--- src/sv/sft_pkg.sv ---
// sft_pkg: shared constants, types and state codes of the syn flood tracker
// used by sft_entry_eval and syn_flood_tracker_unit
`default_nettype none

package sft_pkg;

    localparam int TABLE_ENTRIES = 64;
    localparam int IDX_W = (TABLE_ENTRIES > 1) ? $clog2(TABLE_ENTRIES) : 1;
    localparam logic [IDX_W-1:0] LAST_IDX = IDX_W'(TABLE_ENTRIES - 1);

    localparam int ADDR_W     = 32;
    localparam int TIME_W     = 48;
    localparam int CNT_W      = 16;
    localparam int FLAGS_W    = 8;
    localparam int THR_W      = 16;
    localparam int WIN_W      = 16;
    localparam int EXP_W      = 32;
    localparam int CFG_IDX_W  = 2;
    localparam int CFG_DATA_W = 32;

    localparam int FLAG_SYN_BIT = 1;
    localparam int FLAG_ACK_BIT = 4;

    localparam logic CMD_PACKET = 1'b0;
    localparam logic CMD_SWEEP  = 1'b1;

    localparam logic [CFG_IDX_W-1:0] CFG_DETECT_ENABLE = 2'd0;
    localparam logic [CFG_IDX_W-1:0] CFG_SYN_THRESHOLD = 2'd1;
    localparam logic [CFG_IDX_W-1:0] CFG_WINDOW_TICKS  = 2'd2;
    localparam logic [CFG_IDX_W-1:0] CFG_EXPIRE_TICKS  = 2'd3;

    localparam logic             RST_DETECT_ENABLE = 1'b1;
    localparam logic [THR_W-1:0] RST_SYN_THRESHOLD = 16'd50;
    localparam logic [WIN_W-1:0] RST_WINDOW_TICKS  = 16'd1000;
    localparam logic [EXP_W-1:0] RST_EXPIRE_TICKS  = 32'd60000;

    localparam logic [CNT_W-1:0] CNT_MAX = '1;

    typedef struct packed {
        logic [ADDR_W-1:0] addr;
        logic [TIME_W-1:0] win_start;
        logic [CNT_W-1:0]  syn_cnt;
    } entry_t;

    localparam int ENTRY_W = $bits(entry_t);

    typedef struct packed {
        logic hit;
        logic in_window;
        logic expired;
        logic older;
    } entry_eval_t;

    typedef enum logic [2:0] {
        ST_CLEAR,
        ST_IDLE,
        ST_SCAN,
        ST_UPDATE,
        ST_FINISH
    } state_t;

endpackage

`default_nettype wire

--- src/sv/sft_entry_eval.sv ---
// sft_entry_eval: shared compare unit applied to one table entry per cycle
// depends on sft_pkg
`default_nettype none

module sft_entry_eval
    import sft_pkg::*;
(
    input  wire entry_t            entry,
    input  wire logic [ADDR_W-1:0] src,
    input  wire logic [TIME_W-1:0] now,
    input  wire logic [WIN_W-1:0]  window_ticks,
    input  wire logic [EXP_W-1:0]  expire_ticks,
    input  wire logic [TIME_W-1:0] oldest_ws,
    input  wire logic              first,
    output entry_eval_t            eval
);

    logic [TIME_W-1:0] age;

    always_comb
    begin
        age            = now - entry.win_start;
        eval.hit       = (entry.addr == src);
        eval.in_window = (age < TIME_W'(window_ticks));
        eval.expired   = (entry.addr != '0) && (age > TIME_W'(expire_ticks));
        eval.older     = first || (entry.win_start < oldest_ws);
    end

endmodule

`default_nettype wire

--- config.mk ---
export PLATFORM = sky130hd
export DESIGN_NAME = sft_entry_eval
export DESIGN_NICKNAME = d
export VERILOG_FILES = /design/src/sv/sft_pkg.sv /design/src/sv/sft_entry_eval.sv
export SDC_FILE = /design/constraint.sdc
export NUM_CORES = 1
export LEC_CHECK = 0
export ABC_CLOCK_PERIOD_IN_PS = 4650
export BUFFER_PORTS_ARGS = -buffer_cell sky130_fd_sc_hd__buf_2
export CORE_ASPECT_RATIO = 1.2
export CORE_MARGIN = 2
export CORE_UTILIZATION = 50
export DETAILED_ROUTE_END_ITERATION = 16
export PLACE_DENSITY_LB_ADDON = 0.1
export SYNTH_ARGS = -nofsm -noshare
export SYNTH_HDL_FRONTEND = slang
export SYNTH_SLANG_ARGS = --single-unit
export TNS_END_PERCENT = 5
--- constraint.sdc ---
create_clock -name vclk -period 4.65
set_input_delay 0.2325 -clock vclk [all_inputs]
set_output_delay 0.2325 -clock vclk [all_outputs]
set_load 0.02 [all_outputs]
==> impl_metrics.csv, run 1 <==
group,metric,value,unit
timing,setup-violations-final,0,
placed_design,place_hpwl,17200,microns
synth,yosysSeqAreaShare,0,
synth,syn_area,5900,sq um
power_and_ir_drop,power_switching,0.525,mW
placed_design,io_buffer_count,261,
cells_and_area,clockBufferCount,0,
timing,fmax,0.225,GHz
grt,grt_max_degree,15,
hold_path,hold_start,"src[8]",
power_and_ir_drop,cellInternalPower,0.428,mW
setup_path,path_class,"primary input to output port",
route,drt-pass1-iter-count,5,
timing,worstMarginPinSlew,0.669,ns
hold_path,hold_path_depth,6,
placed_design,place.gp.congestion,1.03,
hold_path,holdPathEnd,"eval[3]",
setup_path,cp_max_fo,3,
grt,antenna_found_initial,0,
route,drt_iter0_drc,217,
power_and_ir_drop,p_comb_frac,1.000,
synth,synth_cells,851,
cells_and_area,area_growth,26.1,%
hold_path,hold_path_class,"primary input to output port",
route,drc,0,
synth,yosys_warnings,0,
route,wl_per_cell,14.9,microns
setup_path,critPathArrivalTime,4.21,ns
floorplan,core_region_area,11500,sq um
floorplan,die_area,12700,sq um
route,drtAntennaViolNets,0,
floorplan,ioPinCount,277,
timing,fin_hold_ws,0.993,ns
cells_and_area,seq_cell_count,0,
route,viasPerCell,5.49,
setup_path,required,4.42,ns
grt,grt_pass1_vias,6447,
cells_and_area,nNetsFinal,1523,
setup_path,setup.worst_path.start,"now[0]",
route,drt_wl_total,18800,microns
grt,globalRouteTotalUtil,0.282,
setup_path,end_kind,"output port",
cells_and_area,final_cell_mix,"260 x buf_2, 146 x inv_1, 140 x ha_1",
floorplan,fp.dieW,103,microns
cells_and_area,layout_commonest_cell,"buf_2",
synth,synthDistinctLibCells,65,
job,maxCapViolCount,0,
timing,hold_viol,0,
cells_and_area,layout-drive-gt1-share,0.274,
grt,grtUsageMet1,0.325,
cells_and_area,regArea,0,sq um
synth,synth_nets,1266,
grt,grt_pass1_wl,28900,microns
clock_tree,cts_hold_buf,0,
synth,syn_area_per_cell,6.94,sq um
setup_path,startpoint_type,"primary input",
grt,met3_usage,0.0170,
timing,relSlewSlack,0.550,
timing,fin_crit_sh,0.956,
cells_and_area,insertedDiodeCount,0,
timing,period_minus_slack,4.45,ns
power_and_ir_drop,power,0.952,mW
run_status,status,"finished clean",
power_and_ir_drop,power_frac_clock,0,
grt,grt_use_met2,0.558,
floorplan,initial_utilization,0.513,
grt,gr-max-usage-layer,"met2",
floorplan,die_h,123,microns
power_and_ir_drop,swShare,0.551,
power_and_ir_drop,ir_drop,0.0645,mV
power_and_ir_drop,leakage,4.31,nW
power_and_ir_drop,cellPowerDensity,128,nW/um^2
floorplan,rows,43,
route,via_count,6939,
power_and_ir_drop,seqPwrFrac,0,
grt,grt-ovfl-total,0,
timing,drv_slew,0,
==> stage by stage <==
step	setup TNS, ns	cell area, sq um	utilization	worst slack, ns	std cells
3_5_place_dp	0	7380	0.641	0.0770	1260
4_1_cts	0	7380	0.641	0.0517	1260
3_3_place_gp	0	7380	0.641	0.142	1260
6_report	0	7440	0.646	0.204	1263
2_1_floorplan	0	5900	-	0.583	851
5_1_grt	-0.0348	7440	0.646	-0.0348	1263
==> logic make-up after synthesis <==
| group | synth area share |
|---|---|
| AOI/OAI and AO/OA | 0.279 |
| xor gates and xnor gates | 0.104 |
| adders and majority gates | 0.302 |
| buffers and inverters | 0.105 |
| muxes | 0.00170 |
| and+or+nand+nor | 0.208 |
==> worst max-delay path, stage by stage <==
cell	delay, ns
buf_2	0.09
inv_1	0.04
ha_1	0.15
inv_1	0.05
fa_1	0.39
a21o_1	0.20
a221oi_2	0.33
buf_4	0.19
o31a_1	0.20
o211ai_1	0.15
nand3_1	0.15
o21ba_2	0.15
xnor2_1	0.10
ha_1	0.31
nand4_1	0.10
nor2_2	0.14
and3_1	0.18
and3_1	0.17
nand3_1	0.14
o2111ai_2	0.22
o31ai_2	0.12
a41oi_1	0.22
buf_4	0.17
==> power by group through the flow <==
stage	combinational, mW	clock, mW	sequential [mW]
after floorplan	0.633	0	0
after global placement	0.918	0	0
after detailed placement	0.928	0	0
after CTS	0.934	0	0
after global routing	1.07	0	0
final	0.952	0	0
==> metal layers <==
layer | share of wire | routed length [microns]
met1 | 0.40 | 7500
met2 | 0.51 | 9680
met3 | 0.066 | 1250
met4 | 0.022 | 410
met5 | 0 | 0
==> how the worst max path moves through the flow <==
stage,to,slack [ns],cells after the start
after detailed placement,eval[1],0.08,24
after floorplan,eval[1],0.58,21
final,eval[1],0.20,23
after CTS,eval[1],0.05,24
after global placement,eval[1],0.14,24
after global routing,eval[1],-0.03,23
==> timing repair <==
action,CTS,global route
endpoints found under the setup margin,0,1
buffers inserted,0,3
gates resized for setup,0,11
==> synthesized netlist by cell type, types with 7 or more instances <==
cell type / n / area, sq um
inv_1: 146 / 548
ha_1: 141 / 1760
a21oi_1: 72 / 360
nand2_1: 55 / 206
a21o_1: 52 / 390
xor2_1: 50 / 438
nor2_1: 44 / 165
nand4_1: 40 / 250
o21ai_0: 38 / 190
nor4_1: 23 / 144
xnor2_1: 20 / 175
nand3_1: 14 / 70.1
nor3_1: 11 / 55.1
o21a_1: 10 / 75.1
nor2b_1: 9 / 56.3
o211ai_1: 9 / 67.6
buf_2: 8 / 40.0
o31ai_1: 8 / 60.1
or3_1: 8 / 50.1
and3_1: 7 / 43.8
==> layout make-up <==
cell class | count | area (sq um)
multi-input cells | 690 | 5320
fillers | 1164 | 4070
repair buffers | 270 | 1380
inverters | 146 | 548
well taps | 157 | 196
Power figures use the tool's default switching activity.
==> run 2, diff against run 1 <==
Settings changed: ABC_CLOCK_PERIOD_IN_PS 4650 to 4700.
Clock period 4.65 ns to 4.7 ns, I/O delays scaled along.
==> run 2 against run 1 <==
  * Flip-flop and latch count is the same
  * Routed wire length grew 1.5%
  * First-iteration DRC count grew 45%
  * Critical path type unchanged
  * Largest cell class unchanged
  * Largest power group unchanged
==> impl_metrics.csv, run 2 (synthesis gave the netlist of run 1 again) <==
group,metric,value,unit
run_status,status,"finished clean",
floorplan,rows,43,
cells_and_area,layout_commonest_cell,"buf_2",
floorplan,die_area,12700,sq um
route,drt_wl_total,19100,microns
route,via_count,7037,
setup_path,critPathArrivalTime,4.24,ns
hold_path,hold_path_class,"primary input to output port",
cells_and_area,seq_cell_count,0,
route,wl_per_cell,15.0,microns
grt,antenna_found_initial,3,
setup_path,end_kind,"output port",
clock_tree,cts_hold_buf,0,
timing,period_minus_slack,4.48,ns
power_and_ir_drop,power_frac_clock,0,
grt,grt_max_degree,15,
cells_and_area,nNetsFinal,1527,
cells_and_area,fin_area,7470,sq um
setup_path,cp_max_fo,2,
cells_and_area,final_cell_mix,"261 x buf_2, 146 x inv_1, 141 x ha_1",
cells_and_area,clockBufferCount,0,
route,drt-pass1-iter-count,7,
route,drtAntennaViolNets,0,
floorplan,core_region_area,11500,sq um
route,drt_iter0_drc,315,
floorplan,initial_utilization,0.513,
floorplan,ioPinCount,277,
cells_and_area,fillers,1174,
setup_path,required,4.47,ns
timing,setup-violations-final,0,
cells_and_area,multi_input_area,5310,sq um
grt,grt_pass1_wl,29600,microns
power_and_ir_drop,leakage,4.33,nW
setup_path,path_class,"primary input to output port",
cells_and_area,regArea,0,sq um
timing,relSlewSlack,0.603,
power_and_ir_drop,power_switching,0.520,mW
grt,grt_pass1_vias,6632,
timing,fin_tns_setup,0,ns
route,viasPerCell,5.53,
placed_design,place.gp.congestion,0.985,
timing,fmax,0.223,GHz
timing,rsz0062_at_grt,"no",
power_and_ir_drop,cellPowerDensity,127,nW/um^2
placed_design,placedInstanceArea,7410,sq um
floorplan,die_h,123,microns
power_and_ir_drop,ir_drop,0.0678,mV
cells_and_area,area_growth,26.5,%
placed_design,place_hpwl,17200,microns
timing,worstMarginPinSlew,0.580,ns
grt,globalRouteTotalUtil,0.287,
cells_and_area,layout-drive-gt1-share,0.273,
power_and_ir_drop,swShare,0.550,
route,drc,0,
placed_design,io_buffer_count,261,
power_and_ir_drop,p_comb_frac,1.000,
timing,hold_viol,0,
timing,fin_crit_sh,0.953,
grt,grt-ovfl-total,0,
floorplan,fp.dieW,103,microns
job,maxCapViolCount,0,
power_and_ir_drop,seqPwrFrac,0,
timing,drv_slew,0,
power_and_ir_drop,cellInternalPower,0.425,mW
setup_path,startpoint_type,"primary input",
-- run 2: cell count changes in the layout (fill, tap and decap cells not counted) --
cell     change
diode_2      +5
buf_4        +3
o21ai_1      +2
o21ai_2      -2
buf_2        +1
ha_1         +1
ha_2         -1
nor2_1       +1
nor2_2       -1
-- run 2: metal layers --
metal	up-vias	global-route usage	wire length, microns
li1	3598	-	-
met1	3135	0.324	7520
met2	273	0.539	9680
met3	31	0.0413	1420
met4	0	0.101	503
met5	-	0	0
-- run 2: cell type report --
class	instances	share of cell area
multi-input cells	690	0.711
inverters	146	0.0734
repair buffers	274	0.188
well taps	157	0.0263
diodes	5	0.00168
-- run 2: stage by stage --
step / hold WS [ns] / power (mW) / util / cells / worst slack, ns
global placement: 0.991 / 0.911 / 0.643 / 1264 / 0.194
finish: 0.986 / 0.945 / 0.649 / 1272 / 0.223
detailed placement: 0.987 / 0.921 / 0.643 / 1264 / 0.116
floorplan: 0.707 / 0.627 / - / 851 / 0.628
global route: 1.05 / 1.06 / 0.648 / 1270 / 0.00653
CTS: 0.992 / 0.927 / 0.643 / 1264 / 0.0856
-- run 2: path summary, 6_finish.rpt --
check | start | cells after the start | endpoint | slack (ns)
max | now[0] | 23 | eval[1] | 0.22
min | src[8] | 6 | eval[3] | 0.99
-- run 2: power by group through the flow --
stage | sequential (mW) | clock, mW | combinational (mW)
6_report | 0 | 0.000000143 | 0.945
3_3_place_gp | 0 | 0 | 0.911
2_1_floorplan | 0 | 0 | 0.627
5_1_grt | 0 | 0.0000000855 | 1.06
3_5_place_dp | 0 | 0 | 0.921
4_1_cts | 0 | 0 | 0.927
-- run 2: worst max-delay path, cell delays in order --
cell	delay, ns
buf_2	0.09
inv_1	0.04
ha_1	0.15
inv_1	0.05
fa_1	0.39
a21o_1	0.20
a221oi_2	0.29
o21ai_1	0.15
a41oi_2	0.24
o21ai_1	0.15
a21oi_2	0.18
o21ai_0	0.12
xor2_1	0.18
ha_1	0.29
nand4_1	0.07
nor2_1	0.14
and3_1	0.19
and3_1	0.17
nand3_1	0.14
o2111ai_2	0.21
o31ai_1	0.13
a41oi_1	0.21
buf_2	0.20
-- run 2: what timing repair did --
item | 4_1_cts | 5_1_grt
buffers inserted | 0 | 3
endpoints found under the setup margin | 0 | 1
gates resized for setup | 0 | 6
